`src/rtl/strided_pattern_match_scanner_macros.svh`:
```
// ----------------------------------------------------------------------------
// strided pattern match scanner assertion macros
// shared concurrent assertion forms used by the scanner rtl
// ----------------------------------------------------------------------------
`ifndef STRIDED_PATTERN_MATCH_SCANNER_MACROS_SVH
`define STRIDED_PATTERN_MATCH_SCANNER_MACROS_SVH

// same-cycle implication, disabled while reset is asserted
`define SPS_ASSERT_IMPLIES(label, clk, rst_n, ante, cons) \
  label: assert property (@(posedge clk) disable iff (!(rst_n)) (ante) |-> (cons)) \
    else $error("sps assertion failed");

// next-cycle implication, disabled while reset is asserted
`define SPS_ASSERT_NEXT(label, clk, rst_n, ante, cons) \
  label: assert property (@(posedge clk) disable iff (!(rst_n)) (ante) |=> (cons)) \
    else $error("sps assertion failed");

`endif

```
`src/rtl/sps_pkg.sv`:
```
// ----------------------------------------------------------------------------
// sps_pkg
// widths, register indexes and shared types of the pattern match scanner
// ----------------------------------------------------------------------------
`default_nettype none

package sps_pkg;

  localparam int unsigned WindowBytes = 8;
  localparam int unsigned WindowW     = 8 * WindowBytes;
  localparam int unsigned DataW       = 8;
  localparam int unsigned AddrW       = 48;
  localparam int unsigned LenW        = 4;
  localparam int unsigned PhaseW      = 3;
  localparam int unsigned CfgIdxW     = 2;
  localparam int unsigned CfgDataW    = 64;

  localparam logic [LenW-1:0] LenReset  = 4'd4;
  localparam logic [LenW-1:0] StepReset = 4'd4;
  localparam logic [LenW-1:0] StepLimit = 4'd8;

  typedef enum logic [CfgIdxW-1:0] {
    CfgPatternBytes  = 2'd0,
    CfgPatternLength = 2'd1,
    CfgStepSize      = 2'd2
  } cfg_index_e;

  typedef struct packed {
    logic             hit;
    logic [AddrW-1:0] address;
  } match_t;

endpackage

`default_nettype wire

```
`src/rtl/sps_if.sv`:
```
// ----------------------------------------------------------------------------
// sps channel interfaces
// valid/ready channels for input bytes and match addresses
// ----------------------------------------------------------------------------
`default_nettype none

interface sps_in_if
  import sps_pkg::*;
();
  logic             valid;
  logic             ready;
  logic [DataW-1:0] data_byte;
  logic             first_of_buffer;
  logic [AddrW-1:0] start_addr;

  modport source (output valid, output data_byte, output first_of_buffer,
                  output start_addr, input ready);
  modport sink   (input valid, input data_byte, input first_of_buffer,
                  input start_addr, output ready);
endinterface

interface sps_out_if
  import sps_pkg::*;
();
  logic             valid;
  logic             ready;
  logic [AddrW-1:0] match_address;

  modport source (output valid, output match_address, input ready);
  modport sink   (input valid, input match_address, output ready);
endinterface

`default_nettype wire

```
`src/rtl/strided_pattern_match_scanner.sv`:
```
// ----------------------------------------------------------------------------
// strided_pattern_match_scanner
// aligned byte pattern search over a streamed memory buffer
// ----------------------------------------------------------------------------
// The scanner takes one buffer byte per word and accepts a word every cycle.
// A word with first_of_buffer set starts a new buffer at offset 0 and loads
// its base address. Candidate offsets are 0, step, 2*step, ... and each is
// tested on the byte that completes its pattern window, so windows that run
// past the buffer end are never tested. A match leaves as base plus offset:
// the accepted byte first updates the scan state, then the compare and
// address add load the output register. Input stalls only when the output
// register holds an unread address and the byte now under compare matches as
// well. Configuration is to be written through the plain write port while the
// scanner is idle; the block itself does not enforce this. No clearing pass is needed after reset.
`default_nettype none

`include "strided_pattern_match_scanner_macros.svh"

module strided_pattern_match_scanner
  import sps_pkg::*;
#(
  parameter int unsigned MAX_PATTERN_BYTES = 8,
  parameter int unsigned ADDRESS_BITS      = 48
) (
  input  logic                clk_i,
  input  logic                rst_ni,
  sps_in_if.sink              item_i,
  sps_out_if.source           result_o,
  input  logic                cfg_we_i,
  input  logic [CfgIdxW-1:0]  cfg_index_i,
  input  logic [CfgDataW-1:0] cfg_data_i
);

  // pattern length limit, never above the window
  localparam int unsigned LenLimInt = (MAX_PATTERN_BYTES > WindowBytes) ? WindowBytes :
                                      ((MAX_PATTERN_BYTES < 1) ? 1 : MAX_PATTERN_BYTES);
  localparam logic [LenW-1:0] LenLimit = LenW'(LenLimInt);

  // configuration registers
  logic [WindowW-1:0] pattern_q;
  logic [LenW-1:0]    length_q;
  logic [LenW-1:0]    step_q;

  // scan state
  logic [WindowW-1:0] window_q, window_d;
  logic [AddrW-1:0]   seen_q, seen_d;
  logic [PhaseW-1:0]  phase_q, phase_d;
  logic [AddrW-1:0]   base_q, base_d;

  // compare stage flags
  logic s1_valid_q, s1_valid_d;
  logic s1_cand_q, s1_cand_d;

  // output register
  logic             out_valid_q, out_valid_d;
  logic [AddrW-1:0] out_addr_q, out_addr_d;

  logic             accept;
  logic             s1_hit;
  logic             s1_advance;
  logic             out_free;
  logic [LenW-1:0]  len_eff;
  logic [LenW-1:0]  step_eff;
  match_t           match;

  // out-of-range lengths and steps clamp into range
  always_comb begin
    if (length_q == '0) begin
      len_eff = 4'd1;
    end else if (length_q > LenLimit) begin
      len_eff = LenLimit;
    end else begin
      len_eff = length_q;
    end
    if (step_q == '0) begin
      step_eff = 4'd1;
    end else if (step_q > StepLimit) begin
      step_eff = StepLimit;
    end else begin
      step_eff = step_q;
    end
  end

  // configuration writes, unknown indexes are dropped
  always_ff @(posedge clk_i or negedge rst_ni) begin
    if (!rst_ni) begin
      pattern_q <= '0;
      length_q  <= LenReset;
      step_q    <= StepReset;
    end else if (cfg_we_i) begin
      unique case (cfg_index_e'(cfg_index_i))
        CfgPatternBytes:  pattern_q <= cfg_data_i;
        CfgPatternLength: length_q  <= cfg_data_i[LenW-1:0];
        CfgStepSize:      step_q    <= cfg_data_i[LenW-1:0];
        default: ;
      endcase
    end
  end

  // handshake: the compare stage holds only a matching word that cannot leave
  assign out_free     = !out_valid_q || result_o.ready;
  assign s1_hit       = s1_valid_q && s1_cand_q && match.hit;
  assign s1_advance   = !s1_hit || out_free;
  assign item_i.ready = !s1_valid_q || s1_advance;
  assign accept       = item_i.valid && item_i.ready;

  // state update for the accepted byte
  always_comb begin
    logic [WindowW-1:0] win_b;
    logic [AddrW-1:0]   seen_b;
    logic [PhaseW-1:0]  phase_b;
    logic [LenW-1:0]    nxt;
    logic [AddrW-1:0]   len_x;
    logic               sat;
    logic               cand;

    win_b   = item_i.first_of_buffer ? '0 : window_q;
    seen_b  = item_i.first_of_buffer ? '0 : seen_q;
    phase_b = item_i.first_of_buffer ? '0 : phase_q;
    len_x   = {{(AddrW-LenW){1'b0}}, len_eff};
    nxt     = {1'b0, phase_b} + 4'd1;

    window_d = window_q;
    seen_d   = seen_q;
    phase_d  = phase_q;
    base_d   = base_q;
    cand     = 1'b0;
    sat      = 1'b0;

    if (accept) begin
      base_d   = item_i.first_of_buffer ? item_i.start_addr : base_q;
      // newest byte enters at the top of the window
      window_d = {item_i.data_byte, win_b[WindowW-1:DataW]};
      // the count saturates and then silences the rest of the buffer
      sat      = &seen_b;
      seen_d   = sat ? seen_b : seen_b + 1'b1;
      if (seen_d == len_x) begin
        // first full window starts the phase
        phase_d = '0;
        cand    = 1'b1;
      end else if (seen_d > len_x) begin
        phase_d = (nxt >= step_eff) ? '0 : nxt[PhaseW-1:0];
        cand    = (phase_d == '0);
      end else begin
        phase_d = phase_b;
      end
    end

    s1_cand_d  = accept ? (cand && !sat) : s1_cand_q;
    s1_valid_d = accept ? 1'b1 : (s1_advance ? 1'b0 : s1_valid_q);
  end

  always_ff @(posedge clk_i or negedge rst_ni) begin
    if (!rst_ni) begin
      window_q   <= '0;
      seen_q     <= '0;
      phase_q    <= '0;
      base_q     <= '0;
      s1_valid_q <= 1'b0;
      s1_cand_q  <= 1'b0;
    end else begin
      window_q   <= window_d;
      seen_q     <= seen_d;
      phase_q    <= phase_d;
      base_q     <= base_d;
      s1_valid_q <= s1_valid_d;
      s1_cand_q  <= s1_cand_d;
    end
  end

  // compare stage reads the scan state, which holds while the stage is full
  sps_match_unit #(
    .ADDRESS_BITS (ADDRESS_BITS)
  ) u_match (
    .window_i  (window_q),
    .pattern_i (pattern_q),
    .len_i     (len_eff),
    .base_i    (base_q),
    .seen_i    (seen_q),
    .match_o   (match)
  );

  // output register, loads only matches
  always_comb begin
    out_valid_d = out_valid_q;
    out_addr_d  = out_addr_q;
    if (s1_hit && out_free) begin
      out_valid_d = 1'b1;
      out_addr_d  = match.address;
    end else if (result_o.ready) begin
      out_valid_d = 1'b0;
    end
  end

  always_ff @(posedge clk_i or negedge rst_ni) begin
    if (!rst_ni) begin
      out_valid_q <= 1'b0;
    end else begin
      out_valid_q <= out_valid_d;
    end
  end

  always_ff @(posedge clk_i) begin
    out_addr_q <= out_addr_d;
  end

  assign result_o.valid         = out_valid_q;
  assign result_o.match_address = out_addr_q;

  // the compare stage stalls only behind a full, unread output register
  `SPS_ASSERT_IMPLIES(a_stall_cause, clk_i, rst_ni, s1_valid_q && !s1_advance, out_valid_q && !result_o.ready)
  // an accepted byte always counts
  `SPS_ASSERT_NEXT(a_seen_counts, clk_i, rst_ni, accept, seen_q != '0)
  // a new result comes only from a candidate in the compare stage
  `SPS_ASSERT_IMPLIES(a_result_source, clk_i, rst_ni, $rose(out_valid_q), $past(s1_valid_q && s1_cand_q))
  // a candidate always has its whole window inside the buffer
  `SPS_ASSERT_IMPLIES(a_cand_window, clk_i, rst_ni, s1_valid_q && s1_cand_q, seen_q >= {{(AddrW-LenW){1'b0}}, len_eff})

endmodule

`default_nettype wire

```
`src/rtl/sps_match_unit.sv`:
```
// ----------------------------------------------------------------------------
// sps_match_unit
// window compare against the pattern and match address generation
// ----------------------------------------------------------------------------
`default_nettype none

module sps_match_unit
  import sps_pkg::*;
#(
  parameter int unsigned ADDRESS_BITS = 48
) (
  input  logic [WindowW-1:0] window_i,
  input  logic [WindowW-1:0] pattern_i,
  input  logic [LenW-1:0]    len_i,
  input  logic [AddrW-1:0]   base_i,
  input  logic [AddrW-1:0]   seen_i,
  output match_t             match_o
);

  localparam int unsigned MaskW = (ADDRESS_BITS < AddrW) ? ADDRESS_BITS : AddrW;
  localparam logic [AddrW-1:0] AddrMask = {AddrW{1'b1}} >> (AddrW - MaskW);

  logic [WindowW-1:0]     got;
  logic [6:0]             shamt;
  logic [WindowBytes-1:0] byte_ok;
  logic [AddrW-1:0]       sum;

  // newest len bytes sit at the top of the window
  assign shamt = {4'(4'd8 - len_i), 3'b000};
  assign got   = window_i >> shamt;

  always_comb begin
    for (int i = 0; i < WindowBytes; i++) begin
      byte_ok[i] = (4'(i) >= len_i) || (got[8*i +: 8] == pattern_i[8*i +: 8]);
    end
  end

  assign sum = base_i + seen_i - {{(AddrW-LenW){1'b0}}, len_i};

  assign match_o.hit     = &byte_ok;
  assign match_o.address = sum & AddrMask;

endmodule

`default_nettype wire
```
`src/flat_wrapper.sv`:
```
// flat-port wrapper written by rule: the top's interface ports become plain ports
module strided_pattern_match_scanner_flat import sps_pkg::*;
#(
  parameter int unsigned MAX_PATTERN_BYTES = 8,
  parameter int unsigned ADDRESS_BITS      = 48
)
  (clk_i, rst_ni, cfg_we_i, cfg_index_i, cfg_data_i, item_i_valid, item_i_data_byte, item_i_first_of_buffer, item_i_start_addr, item_i_ready, result_o_valid, result_o_match_address, result_o_ready);
  sps_in_if item_i_i ();
  sps_out_if result_o_i ();
  input  logic clk_i;
  input  logic rst_ni;
  input  logic cfg_we_i;
  input  logic [CfgIdxW-1:0] cfg_index_i;
  input  logic [CfgDataW-1:0] cfg_data_i;
  input wire logic [$bits(item_i_i.valid)-1:0] item_i_valid;
  input wire logic [$bits(item_i_i.data_byte)-1:0] item_i_data_byte;
  input wire logic [$bits(item_i_i.first_of_buffer)-1:0] item_i_first_of_buffer;
  input wire logic [$bits(item_i_i.start_addr)-1:0] item_i_start_addr;
  output wire logic [$bits(item_i_i.ready)-1:0] item_i_ready;
  output wire logic [$bits(result_o_i.valid)-1:0] result_o_valid;
  output wire logic [$bits(result_o_i.match_address)-1:0] result_o_match_address;
  input wire logic [$bits(result_o_i.ready)-1:0] result_o_ready;
  assign item_i_i.valid = item_i_valid;
  assign item_i_i.data_byte = item_i_data_byte;
  assign item_i_i.first_of_buffer = item_i_first_of_buffer;
  assign item_i_i.start_addr = item_i_start_addr;
  assign item_i_ready = item_i_i.ready;
  assign result_o_valid = result_o_i.valid;
  assign result_o_match_address = result_o_i.match_address;
  assign result_o_i.ready = result_o_ready;
  strided_pattern_match_scanner #(.MAX_PATTERN_BYTES(MAX_PATTERN_BYTES), .ADDRESS_BITS(ADDRESS_BITS)) u_core (.clk_i(clk_i), .rst_ni(rst_ni), .item_i(item_i_i), .result_o(result_o_i), .cfg_we_i(cfg_we_i), .cfg_index_i(cfg_index_i), .cfg_data_i(cfg_data_i));
endmodule
```
`config.mk`:
```
export PLATFORM = sky130hd
export DESIGN_NAME = strided_pattern_match_scanner_flat
export DESIGN_NICKNAME = d
export VERILOG_FILES = /design/src/rtl/sps_pkg.sv /design/src/rtl/sps_if.sv /design/src/rtl/strided_pattern_match_scanner.sv /design/src/rtl/sps_match_unit.sv /design/src/flat_wrapper.sv
export VERILOG_INCLUDE_DIRS = /design/src /design/src/rtl
export SDC_FILE = /design/constraint.sdc
export NUM_CORES = 1
export LEC_CHECK = 0
export CORE_ASPECT_RATIO = 0.5
export CORE_MARGIN = 2
export CORE_UTILIZATION = 37
export CTS_CLUSTER_DIAMETER = 120
export DETAILED_ROUTE_END_ITERATION = 10
export DONT_BUFFER_PORTS = 1
export PLACE_DENSITY = 0.55
export REMOVE_ABC_BUFFERS = 1
export SKIP_LAST_GASP = 1
export SYNTH_ARGS = -nofsm -noshare
export SYNTH_HDL_FRONTEND = slang
export SYNTH_SLANG_ARGS = --single-unit
```
`constraint.sdc`:
```
create_clock -name clk_i -period 7 [get_ports clk_i]
set_clock_uncertainty 0.05 [all_clocks]
set_input_delay 0.7 -clock clk_i [delete_from_list [all_inputs] [get_ports clk_i]]
set_output_delay 0.7 -clock clk_i [all_outputs]
set_load 0.1 [all_outputs]
```
# [After elaboration in Yosys (flattened, before gate mapping)]
# Index checks and enable logic that the tools add are counted.
[word_totals] wordCells=91 n_memories=0 latch_bits=0 mem_bits_ro=0 mem_bits_rw=0 in_bits=128 ff_bits=286
[op_classes] n_lt_le_gt_ge=12 mul=0 div_mod_pow=0 n_addsub=5 bitwise_logic=0 n_mux=19 shift=1 n_eq_ne=11 reduce_logical=32
[op_table] cell="48-bit 2-to-1 mux" count=2
[op_table] cell="8-bit equality test" count=8
[op_table] cell="64-bit 2-to-1 mux" count=1
[op_table] cell="64-bit by 7-bit right shift with 64-bit output" count=1
[op_table] cell="48-bit by 1-bit adder with 48-bit output, second input constant" count=1
[op_table] cell="48-bit adder" count=1
[op_table] cell="48-bit by 4-bit equality test with 1-bit output" count=1
[op_table] cell="48-bit by 4-bit > comparator with 1-bit output" count=1
[op_table] cell="48-bit AND reduction" count=1
[op_table] cell="48-bit by 4-bit subtractor with 48-bit output" count=1
[op_table] cell="3-bit by 4-bit >= comparator with 1-bit output, first input constant" count=4
[op_table] cell="4-bit 2-to-1 mux" count=4
[op_table] cell="3-bit 2-to-1 mux" count=4
[op_table] cell="1-bit logical OR" count=11
[op_table] cell="1-bit by 4-bit >= comparator with 1-bit output, first input constant" count=2
[op_table] cell="2-bit by 4-bit >= comparator with 1-bit output, first input constant" count=2
[op_table] cell="4-bit > comparator, second input constant" count=2
[op_table] cell="4-bit zero test" count=2
[op_table] cell="1-bit 2-to-1 mux" count=8
[op_table] cell="2-bit AND reduction" count=4
[op_table] cell="8-bit AND reduction" count=1
[op_table] cell="1-bit logical AND" count=5
[op_table] cell="3-bit by 1-bit adder with 4-bit output, second input constant" count=1
[op_table] cell="4-bit >= comparator" count=1
[op_table] cell="other kinds (7)" count=11

# [Logic depth before layout (Yosys ltp)]
# Gate-level depths: netlist (run 1).
[logic_depth] depth_word=16 ltp_mapped=25

# [Hierarchy]
# A second synthesis (run 1) with hierarchy kept.
[unflattened] cells_unflattened=2196 area_unflattened_um2=20089.3
[modules_own_cells] module="strided_pattern_match_scanner" instances=1 area_each_um2=13300.3 seq_area_each_um2=7399.6 cells_each=1247
[modules_own_cells] module="sps_match_unit" instances=1 area_each_um2=6789.0 seq_area_each_um2=0.0 cells_each=949

# [Least setup slack after synthesis (run 1)]
# OpenSTA, ideal clock, no wires.
[synth_timing] path_kind="reg-to-reg" startpoint="register u_core.length_q[2]" endpoint="register u_core.out_addr_q[0] (netlist: u_core.result_o.match_address[0]) (enable)" path_buffers=5 period_less_slack_ps=6751 setup_slack_ps=249 t_arrival_ps=6248 required_time_ps=6496 setup_time_ps=454 path_stages_with_launch=19 path_cell_list="dfstp_2 -> buf_6 -> o21bai_4 -> nand2_4 -> buf_6 -> buf_1 -> ha_1 -> clkbuf_1 -> clkinv_1 -> xnor2_1 -> buf_2 -> mux2i_1 -> mux4_2 -> xnor2_1 -> nor4_1 -> nand4_1 -> a211oi_1 -> nand2_1 -> nor2_1"
[synth_between] elab_chain_len=10
[synth_rtl] item="start: declaration" line="strided_pattern_match_scanner.sv:41" source="logic [LenW-1:0] length_q;"
[synth_rtl] item="start signal: assignment" line="strided_pattern_match_scanner.sv:88" source="length_q <= LenReset;"
[synth_rtl] item="start signal: assignment" line="strided_pattern_match_scanner.sv:93" source="CfgPatternLength: length_q <= cfg_data_i[LenW-1:0];"
[synth_rtl] item="4-bit > comparator" line="strided_pattern_match_scanner.sv:70" source="end else if (length_q > LenLimit) begin"
[synth_rtl] item="4-bit 2-to-1 mux" line="strided_pattern_match_scanner.sv:70"
[synth_rtl] item="4-bit 2-to-1 mux (*)" line="strided_pattern_match_scanner.sv:68" source="if (length_q == '0) begin"
[synth_rtl] item="4-bit subtractor" line="sps_match_unit.sv:29" source="assign shamt = {4'(4'd8 - len_i), 3'b000};"
[synth_rtl] item="64-bit by 7-bit right shift with 64-bit output" line="sps_match_unit.sv:30" source="assign got = window_i >> shamt;"
[synth_rtl] item="8-bit equality test" line="sps_match_unit.sv:34" source="byte_ok[i] = (4'(i) >= len_i) || (got[8*i +: 8] == pattern_i[8*i +: 8]);"
[synth_rtl] item="1-bit logical OR" line="sps_match_unit.sv:34"
[synth_rtl] item="8-bit AND reduction (*)" line="sps_match_unit.sv:40" source="assign match_o.hit = &byte_ok;"
[synth_rtl] item="1-bit logical AND (*)" line="strided_pattern_match_scanner.sv:102" source="assign s1_hit = s1_valid_q && s1_cand_q && match.hit;"
[synth_rtl] item="1-bit logical AND (*)" line="strided_pattern_match_scanner.sv:187" source="if (s1_hit && out_free) begin"
[synth_rtl] item="end signal: assignment" line="strided_pattern_match_scanner.sv:204" source="out_addr_q <= out_addr_d;"
[synth_rtl] item="end: declaration" line="strided_pattern_match_scanner.sv:56" source="logic [AddrW-1:0] out_addr_q, out_addr_d;"
# Mark *: on every way between the ends. The rest lies on a longest branch, timed or not.
# A chain may end at the register's enable or synchronous reset.

# [Worst setup path after layout (run 1)]
[layout_timing] startpoint="register u_core.length_q[2]" endpoint="output port item_i_ready"
[layout_between] elab_chain_len=12
[layout_rtl] item="4-bit > comparator" line="strided_pattern_match_scanner.sv:70"
[layout_rtl] item="4-bit 2-to-1 mux" line="strided_pattern_match_scanner.sv:70"
[layout_rtl] item="4-bit 2-to-1 mux (*)" line="strided_pattern_match_scanner.sv:68"
[layout_rtl] item="4-bit subtractor" line="sps_match_unit.sv:29"
[layout_rtl] item="64-bit by 7-bit right shift with 64-bit output" line="sps_match_unit.sv:30"
[layout_rtl] item="8-bit equality test" line="sps_match_unit.sv:34"
[layout_rtl] item="1-bit logical OR" line="sps_match_unit.sv:34"
[layout_rtl] item="8-bit AND reduction (*)" line="sps_match_unit.sv:40"
[layout_rtl] item="1-bit logical AND (*)" line="strided_pattern_match_scanner.sv:102"
[layout_rtl] item="1-bit zero test (*)" line="strided_pattern_match_scanner.sv:103" source="assign s1_advance = !s1_hit || out_free;"
[layout_rtl] item="1-bit logical OR (*)" line="strided_pattern_match_scanner.sv:103"
[layout_rtl] item="1-bit logical OR (*)" line="strided_pattern_match_scanner.sv:104" source="assign item_i.ready = !s1_valid_q || s1_advance;"
[layout_rtl] item="end: declaration" line="flat_wrapper.sv:19" source="output wire logic [$bits(item_i_i.ready)-1:0] item_i_ready;"
# Marks and branches as above.

==> key figures, run 1 <==
Status
  • Status: finished, final reports clean

Power and ir drop
  • Peak VDD IR: 189.7 uV
  • Pwr per Cell Area: 282.6 nW/um^2
  • Cell Int Power: 3.828 mW
  • Clock power frac: 27.3%
  • Sequential power share: 34.6%
  • Combinational power share: 38.1%
  • Sw Ratio: 37.30%
  • Net switching power figure: 2.277 mW
  • P_leak: 9.076 nW

Synth
  • Synth area leader: dfrtp_1
  • Yosys top cell area share: 29.58%
  • Post-synth EDFFs: 48
  • Synthesis-stage register bit count: 286
  • Sequential area share after synthesis: 37.06%
  • Yosys cell types: 93
  • Mapped Area: 19960 sq um
  • Post-synthesis adder-cell area fraction: 6.919%
  • Compound-Gate Fraction of Synth Area: 17.25%
  • Synth top area cells: dfrtp_1 (30%), edfxtp_1 (7.2%), ha_1 (6.5%)
  • Mux cell area share after synthesis: 10.45%
  • Ys Warns: 0
  • Simple-gate share of the synthesized area: 16.65%
  • Largest family of logic cells by synthesized area: compound AO/OA/AOI/OAI gates
  • Mapped Avg Cell Area: 9.183 sq um
  • Prevailing post-synth register cell: dfrtp_1
  • Async SR Flop Fraction: 83.22%
  • Mapped Cells: 2174
  • Synth Area in XOR/XNOR: 4.650%

Critical path
  • Crit end category: output pin
  • Worst Path Arrival: 5.75 ns
  • Startpoint Class: register
  • CP Class: register to output pin
  • Critical path required time: 6.25 ns
  • CP Launch Point: u_core.length_q[2]
  • FF-to-FF Start: u_core.length_q[2]
  • Worst Path Max Fanout: 29

Global route
  • First-pass GRT wire length: 90560 um
  • Total track usage: 20.28%
  • Vias in the first global route: 15370
  • Largest net degree at the start of global routing: 239
  • GRT overflow: 0
  • Initial antenna violation count: 1

Placed design
  • Cell Area, Placed: 20530 sq um
  • GP Congestion: 0.8841
  • IO buf count: 0
  • Place WS: 0.8446 ns
  • HPWL Detailed: 41150 um

Layout
  • Fill count: 5349
  • Number of diodes: 0
  • Total Nets Final: 2356
  • Fin area: 21600 sq um
  • Share of layout cells above drive strength 1: 11.61%
  • Area grow syn2layout: 8.204%

Worst hold path
  • Worst hold start: item_i_data_byte[5]
  • Min-delay worst type: primary input to register

STA
  • Highest Clock Rate: 0.1539 GHz
  • Post-layout min period: 6.496 ns
  • Part of the cycle the worst path needs: 92.80%
  • Pins Over Slew Limit: 0
  • PnR worst setup slack: 0.5042 ns
  • Max-slew headroom: 29.37%
  • Unrepaired setup endpoints after global routing: no
  • Final Hold Violating Endpoints: 0
  • Tightest Pin Transition: 1.050 ns
  • Setup Viol. Count Final: 0

Floorplan
  • I/O Pins: 178
  • Die W: 332.5 um
  • Starting Density: 37.30%
  • Die area: 55940 sq um
  • Rows: 60
  • Core Footprint: 53530 sq um
  • Die Y: 168.3 um

Clock tree
  • CTS tree: done
  • Skew-Pair Late Insertion Delay: 0.60 ns
  • Clock Tree Root: clkbuf_16
  • Num CTS Buffers: 30
  • Clock slew at reported path FFs: 0.07 ns
  • Clock Path Buffers: 3
  • # clock sinks: 286
  • CTS H-tree lvls: 1

Route
  • DR pass1 iterations: 5
  • Final wirelength: 57970 um
  • Vias per cell: 5.629
  • Starting DRT DRC Count: 1390
  • ANT nets after route: 0
  • WL per Instance: 20.29 um
  • DRC Markers: 0
  • Via count: 16080

Run
  • Max Cap Viol: 0
power groups by stage:
stage                     clock, mW  sequential (mW)  combinational (mW)
after global placement            0             2.14                2.24
after global routing           1.78             2.14                2.58
after floorplan                   0             2.08                1.75
final                          1.66             2.12                2.33
after detailed placement          0             2.15                2.26
after CTS                      1.71             2.12                2.32
per-layer routing:
layer / vias to the layer above / GRT usage (%) / wire length, um
li1: 7709 / - / -
met1: 7791 / 27.81 / 26300
met2: 478 / 32.45 / 26290
met3: 103 / 4.400 / 3800
met4: 0 / 5.277 / 1580
met5: - / 0 / 0
metrics by stage:
| stage | total power [mW] | std cells | utilization [%] | setup TNS, ns | hold slack [ns] |
|---|---|---|---|---|---|
| finish | 6.106 | 2857 | 40.36 | 0 | 0.1725 |
| global route | 6.503 | 2857 | 40.36 | 0 | 0.1621 |
| CTS | 6.145 | 2855 | 40.27 | 0 | 0.1428 |
| detailed placement | 4.407 | 2798 | 38.36 | 0 | 0.3742 |
| global placement | 4.388 | 2798 | 38.36 | 0 | 0.3694 |
| floorplan | 3.822 | 2060 | - | -660.75 | 0.3544 |
cell usage in the layout, fill, tap and decap left out, types with 28 or more instances in the layout:
| cell | synthesis | routed |
|---|---|---|
| nor2b_1 | 37 | 37 |
| clkbuf_16 | 0 | 31 |
| xor2_1 | 30 | 30 |
| inv_1 | 221 | 220 |
| nand2_1 | 227 | 227 |
| nor2_1 | 103 | 102 |
| a21oi_1 | 88 | 88 |
| o21ai_0 | 108 | 107 |
| nand3_1 | 52 | 52 |
| nor3_1 | 47 | 47 |
| a21o_1 | 40 | 40 |
| ha_1 | 104 | 104 |
| mux2i_1 | 43 | 43 |
| edfxtp_1 | 48 | 48 |
| xnor2_1 | 76 | 74 |
| dfrtp_1 | 236 | 236 |
| mux2_2 | 95 | 95 |
| nor4_1 | 28 | 28 |
final cells by class:
class                           instances  area [sq um]  area share (%)
Multi-Input combinational cell       1550         11220           51.94
Sequential cell                       286          7400           34.25
Tap cell                              713         892.1           4.130
Inverter                              224         843.3           3.904
Clock buffer                           34         787.0           3.643
Timing Repair Buffer                   28         252.7           1.170
Clock inverter                         22         207.7          0.9615
registers in the layout, indices dropped and copies added (netlist names), 3 cells and up:
| signal | count |
|---|---|
| u_core.phase_q | 3 |
| u_core.step_q | 4 |
| u_core.length_q | 4 |
| u_core.base_q | 48 |
| u_core.seen_q | 48 |
| u_core.result_o.match_address | 48 |
| u_core.pattern_q | 64 |
| u_core.window_q | 64 |
synth_stat cells, types with 13 or more instances:
| cell type | instances |
|---|---|
| a211oi_1 | 25 |
| a21o_1 | 40 |
| a21oi_1 | 88 |
| a31oi_1 | 22 |
| a32oi_1 | 22 |
| and3_1 | 22 |
| buf_2 | 17 |
| clkbuf_1 | 74 |
| dfrtp_1 | 236 |
| edfxtp_1 | 48 |
| ha_1 | 104 |
| inv_1 | 221 |
| mux2_2 | 95 |
| mux2_4 | 21 |
| mux2i_1 | 43 |
| nand2_1 | 227 |
| nand2b_1 | 24 |
| nand3_1 | 52 |
| nand4_1 | 24 |
| nor2_1 | 103 |
| nor2b_1 | 37 |
| nor3_1 | 47 |
| nor4_1 | 28 |
| o21a_1 | 17 |
| o21ai_0 | 108 |
| o21ai_1 | 25 |
| o22ai_1 | 22 |
| o41ai_1 | 13 |
| or3_1 | 15 |
| or4_1 | 14 |
| xnor2_1 | 76 |
| xor2_1 | 30 |
worst paths after layout:
| kind | cells past startpoint | slack [ns] | end |
|---|---|---|---|
| worst max-delay path | 14 | 0.50 | item_i_ready |
| worst min-delay path | 2 | 0.17 | u_core.window_q[61] |
| worst max register to register | 15 | 0.73 | u_core.window_q[9] |
| worst min register to register | 2 | 0.44 | u_core.window_q[3] |
| max in group asynchronous | 3 | 5.09 | u_core.pattern_q[16] |
| min in group asynchronous | 2 | 0.63 | u_core.pattern_q[4] |
kinds of logic after synthesis:
group                      count (synthesis)
AOI/OAI and AO/OA                        508
xor gates and xnor gates                 106
adders and majority gates                108
buffers and inverters                    338
DFF                                      286
muxes                                    171
and+or+nand+nor                          657
worst max-delay path, cell delays in order, from the launching register on:
cell and delay [ns]:
dfstp_2 0.64, o21bai_4 0.26, nand2_4 0.17, ha_1 0.53
clkinv_1 0.28, xnor2_2 0.22, buf_4 0.38, nand2_1 0.31
nor4_1 0.34, a211oi_1 0.12, o41ai_1 0.77, o21a_1 0.23
o2111a_1 0.37, nand3_1 0.20, buf_4 0.30
repair_timing:
item	in CTS	in global routing
resized for setup	0	2
setup endpoints to repair	0	1
setup buffers	0	0
endpoints found under the hold margin	238	1
hold buffers	1	1
Note: power is estimated with default switching activity, not from simulation.
==> run 2, diff against run 1 <==
--- a/config.mk
+++ b/config.mk
@@ -6,13 +6,15 @@
 export SDC_FILE = /design/constraint.sdc
 export NUM_CORES = 1
 export LEC_CHECK = 0
+export CELL_PAD_IN_SITES_DETAIL_PLACEMENT = 0
+export CELL_PAD_IN_SITES_GLOBAL_PLACEMENT = 1
 export CORE_ASPECT_RATIO = 0.5
 export CORE_MARGIN = 2
 export CORE_UTILIZATION = 37
 export CTS_CLUSTER_DIAMETER = 120
 export DETAILED_ROUTE_END_ITERATION = 10
 export DONT_BUFFER_PORTS = 1
-export PLACE_DENSITY = 0.55
+export PLACE_DENSITY = 0.67
 export REMOVE_ABC_BUFFERS = 1
 export SKIP_LAST_GASP = 1
 export SYNTH_ARGS = -nofsm -noshare
==> run 2 against run 1 <==
  * Setup slack gained 0.031 ns
  * Clock power grew 9.6%
  * Hold slack lost 0.0082 ns
  * Critical path depth grew 1
  * Core utilization grew 0.30 points
  * Sequential share of layout area shrank 0.26 points
  * Sequential cell count is the same
  * Design area grew 0.75%
  * Register-to-register slack gained 0.25 ns
  * Maximum frequency grew 0.48%
  * Wire length grew 1.3%
  * First-iteration DRC count grew 7.4%
  * Critical path type unchanged
  * Critical endpoint unchanged
==> key figures, run 2 (same netlist as run 1, synthesis figures left out) <==
Status
  • Status: finished, final reports clean

Layout
  • Share of layout cells above drive strength 1: 11.81%
  • Total Nets Final: 2364
  • Most common cell after layout, fill and taps aside: dfrtp_1
  • Fin area: 21760 sq um
  • Area grow syn2layout: 9.018%
  • Commonest cells after routing, fill and taps aside: dfrtp_1 (236), nand2_1 (227), inv_1 (220)
  • Number of diodes: 0
  • Final Instance Count excl. Fillers: 2864
  • Largest regs: u_core.pattern_q (64), u_core.window_q (64)

Floorplan
  • Die W: 332.5 um
  • I/O Pins: 178
  • Rows: 60
  • Die area: 55940 sq um
  • Core Footprint: 53530 sq um
  • Starting Density: 37.30%
  • Die Y: 168.3 um

Placed design
  • HPWL Detailed: 42150 um
  • Inst Count DP: 2806
  • Cell Area, Placed: 20610 sq um
  • GP Congestion: 0.9004
  • Place WS: 0.8439 ns
  • IO buf count: 0

Clock tree
  • Skew-Pair Late Insertion Delay: 0.59 ns
  • Num CTS Buffers: 30
  • CTS tree: done
  • Post-CTS Setup Bufs: 0
  • # clock sinks: 286
  • CTS H-tree lvls: 1
  • Clock Path Buffers: 3
  • Clock slew at reported path FFs: 0.07 ns
  • Clock Tree Root: clkbuf_16

Power and ir drop
  • Pwr per Cell Area: 287.6 nW/um^2
  • P_leak: 9.147 nW
  • Peak VDD IR: 193.3 uV

STA
  • Hold_ws: 0.1643 ns
  • Tightest Pin Transition: 1.096 ns
  • Post-layout min period: 6.465 ns
  • Max-slew headroom: 26.75%
  • Setup Viol. Count Final: 0
  • Pins Over Slew Limit: 0
  • Unrepaired setup endpoints after global routing: no
  • PnR worst setup slack: 0.5353 ns
  • Final Hold Violating Endpoints: 0
  • Highest Clock Rate: 0.1547 GHz
  • Part of the cycle the worst path needs: 92.35%

Critical path
  • Critical path required time: 6.25 ns
  • Largest stage delay on the critical path: 0.64 ns
  • CP cell instances: o21bai_4 -> nand2_4 -> ha_2 -> clkinv_1 -> xnor2_2 -> buf_4 -> mux2i_1 -> mux4_2 -> xnor2_1 -> nor4_1 -> nand4_1 -> a211oi_1 -> buf_4 -> nand3_1 -> buf_4
  • Crit end category: output pin
  • CP Class: register to output pin
  • Critical path's slowest cell: dfstp_2
  • Worst Path Max Fanout: 27
  • Startpoint Class: register
  • Worst Path Arrival: 5.71 ns
  • Crit path top cell by count: buf_4

Route
  • Vias per cell: 5.601
  • Starting DRT DRC Count: 1493
  • DRC Markers: 0
  • ANT nets after route: 0
  • Via count: 16040
  • DR pass1 iterations: 5
  • WL per Instance: 20.50 um
  • Final wirelength: 58720 um

Worst hold path
  • Min-delay worst type: primary input to register

Global route
  • Initial antenna violation count: 0
  • GRT overflow: 0
  • Largest net degree at the start of global routing: 239
  • First-pass GRT wire length: 91970 um
  • Vias in the first global route: 15380
  • Total track usage: 20.64%

Run
  • Max Cap Viol: 0
[run 2: per-layer routing]
metal	up-vias	share of wire, %	track usage [%]
met5	-	0	0
met4	0	2.0	4.071
met3	70	5.0	3.052
met2	413	45	33.34
met1	7837	48	29.44
li1	7720	-	-
[run 2: critical path: cells and delay by family, from the launching register on]
family          cells  cell delay [ns]
compound gates      2             0.66
flops               1             0.64
buf+inv             4             1.13
xor+xnor            2             0.54
mux                 2             0.72
simple gates        4             1.03
fa+ha+maj           1             0.38
[run 2: worst paths after layout]
| path | start | end | slack, ns | depth (start not counted) |
|---|---|---|---|---|
| worst max register to register | u_core.length_q[2] | u_core.seen_q[9] | 0.98 | 16 |
| max in group asynchronous | rst_ni | u_core.base_q[21] | 5.08 | 3 |
| worst min-delay path | item_i_data_byte[5] | u_core.window_q[61] | 0.16 | 2 |
| min in group asynchronous | rst_ni | u_core.pattern_q[12] | 0.64 | 2 |
| worst max-delay path | u_core.length_q[2] | item_i_ready | 0.54 | 15 |
| worst min register to register | u_core.window_q[1] | u_core.window_q[1] | 0.44 | 2 |
[run 2: final cells by class]
cell class                      count  area [sq um]
Clock buffer                       40         849.6
Clock inverter                     15         240.2
Fill cell                        5325         31760
Inverter                          224         844.6
Multi-Input combinational cell   1550         11210
Sequential cell                   286          7400
Tap cell                          713         892.1
Timing Repair Buffer               36         325.3
[run 2: through the flow]
step	TNS [ns]	utilization (%)	power [mW]
2_1_floorplan	-660.75	-	3.822
3_3_place_gp	0	38.50	4.423
3_5_place_dp	0	38.50	4.428
4_1_cts	0	40.59	6.320
5_1_grt	0	40.66	6.672
6_report	0	40.66	6.259
[run 2: power by group]
part	internal, mW	leakage (nW)	switching, mW
Combinational	0.984	5.18	1.34
Sequential	1.93	3.45	0.188
Clock	1.07	0.525	0.742
Total	3.99	9.15	2.27
[run 2: repair_timing]
item | in CTS | in global routing
hold endpoints to repair | 238 | 4
gates resized for setup | 0 | 1
endpoints found under the setup margin | 0 | 1
hold buffers | 1 | 1
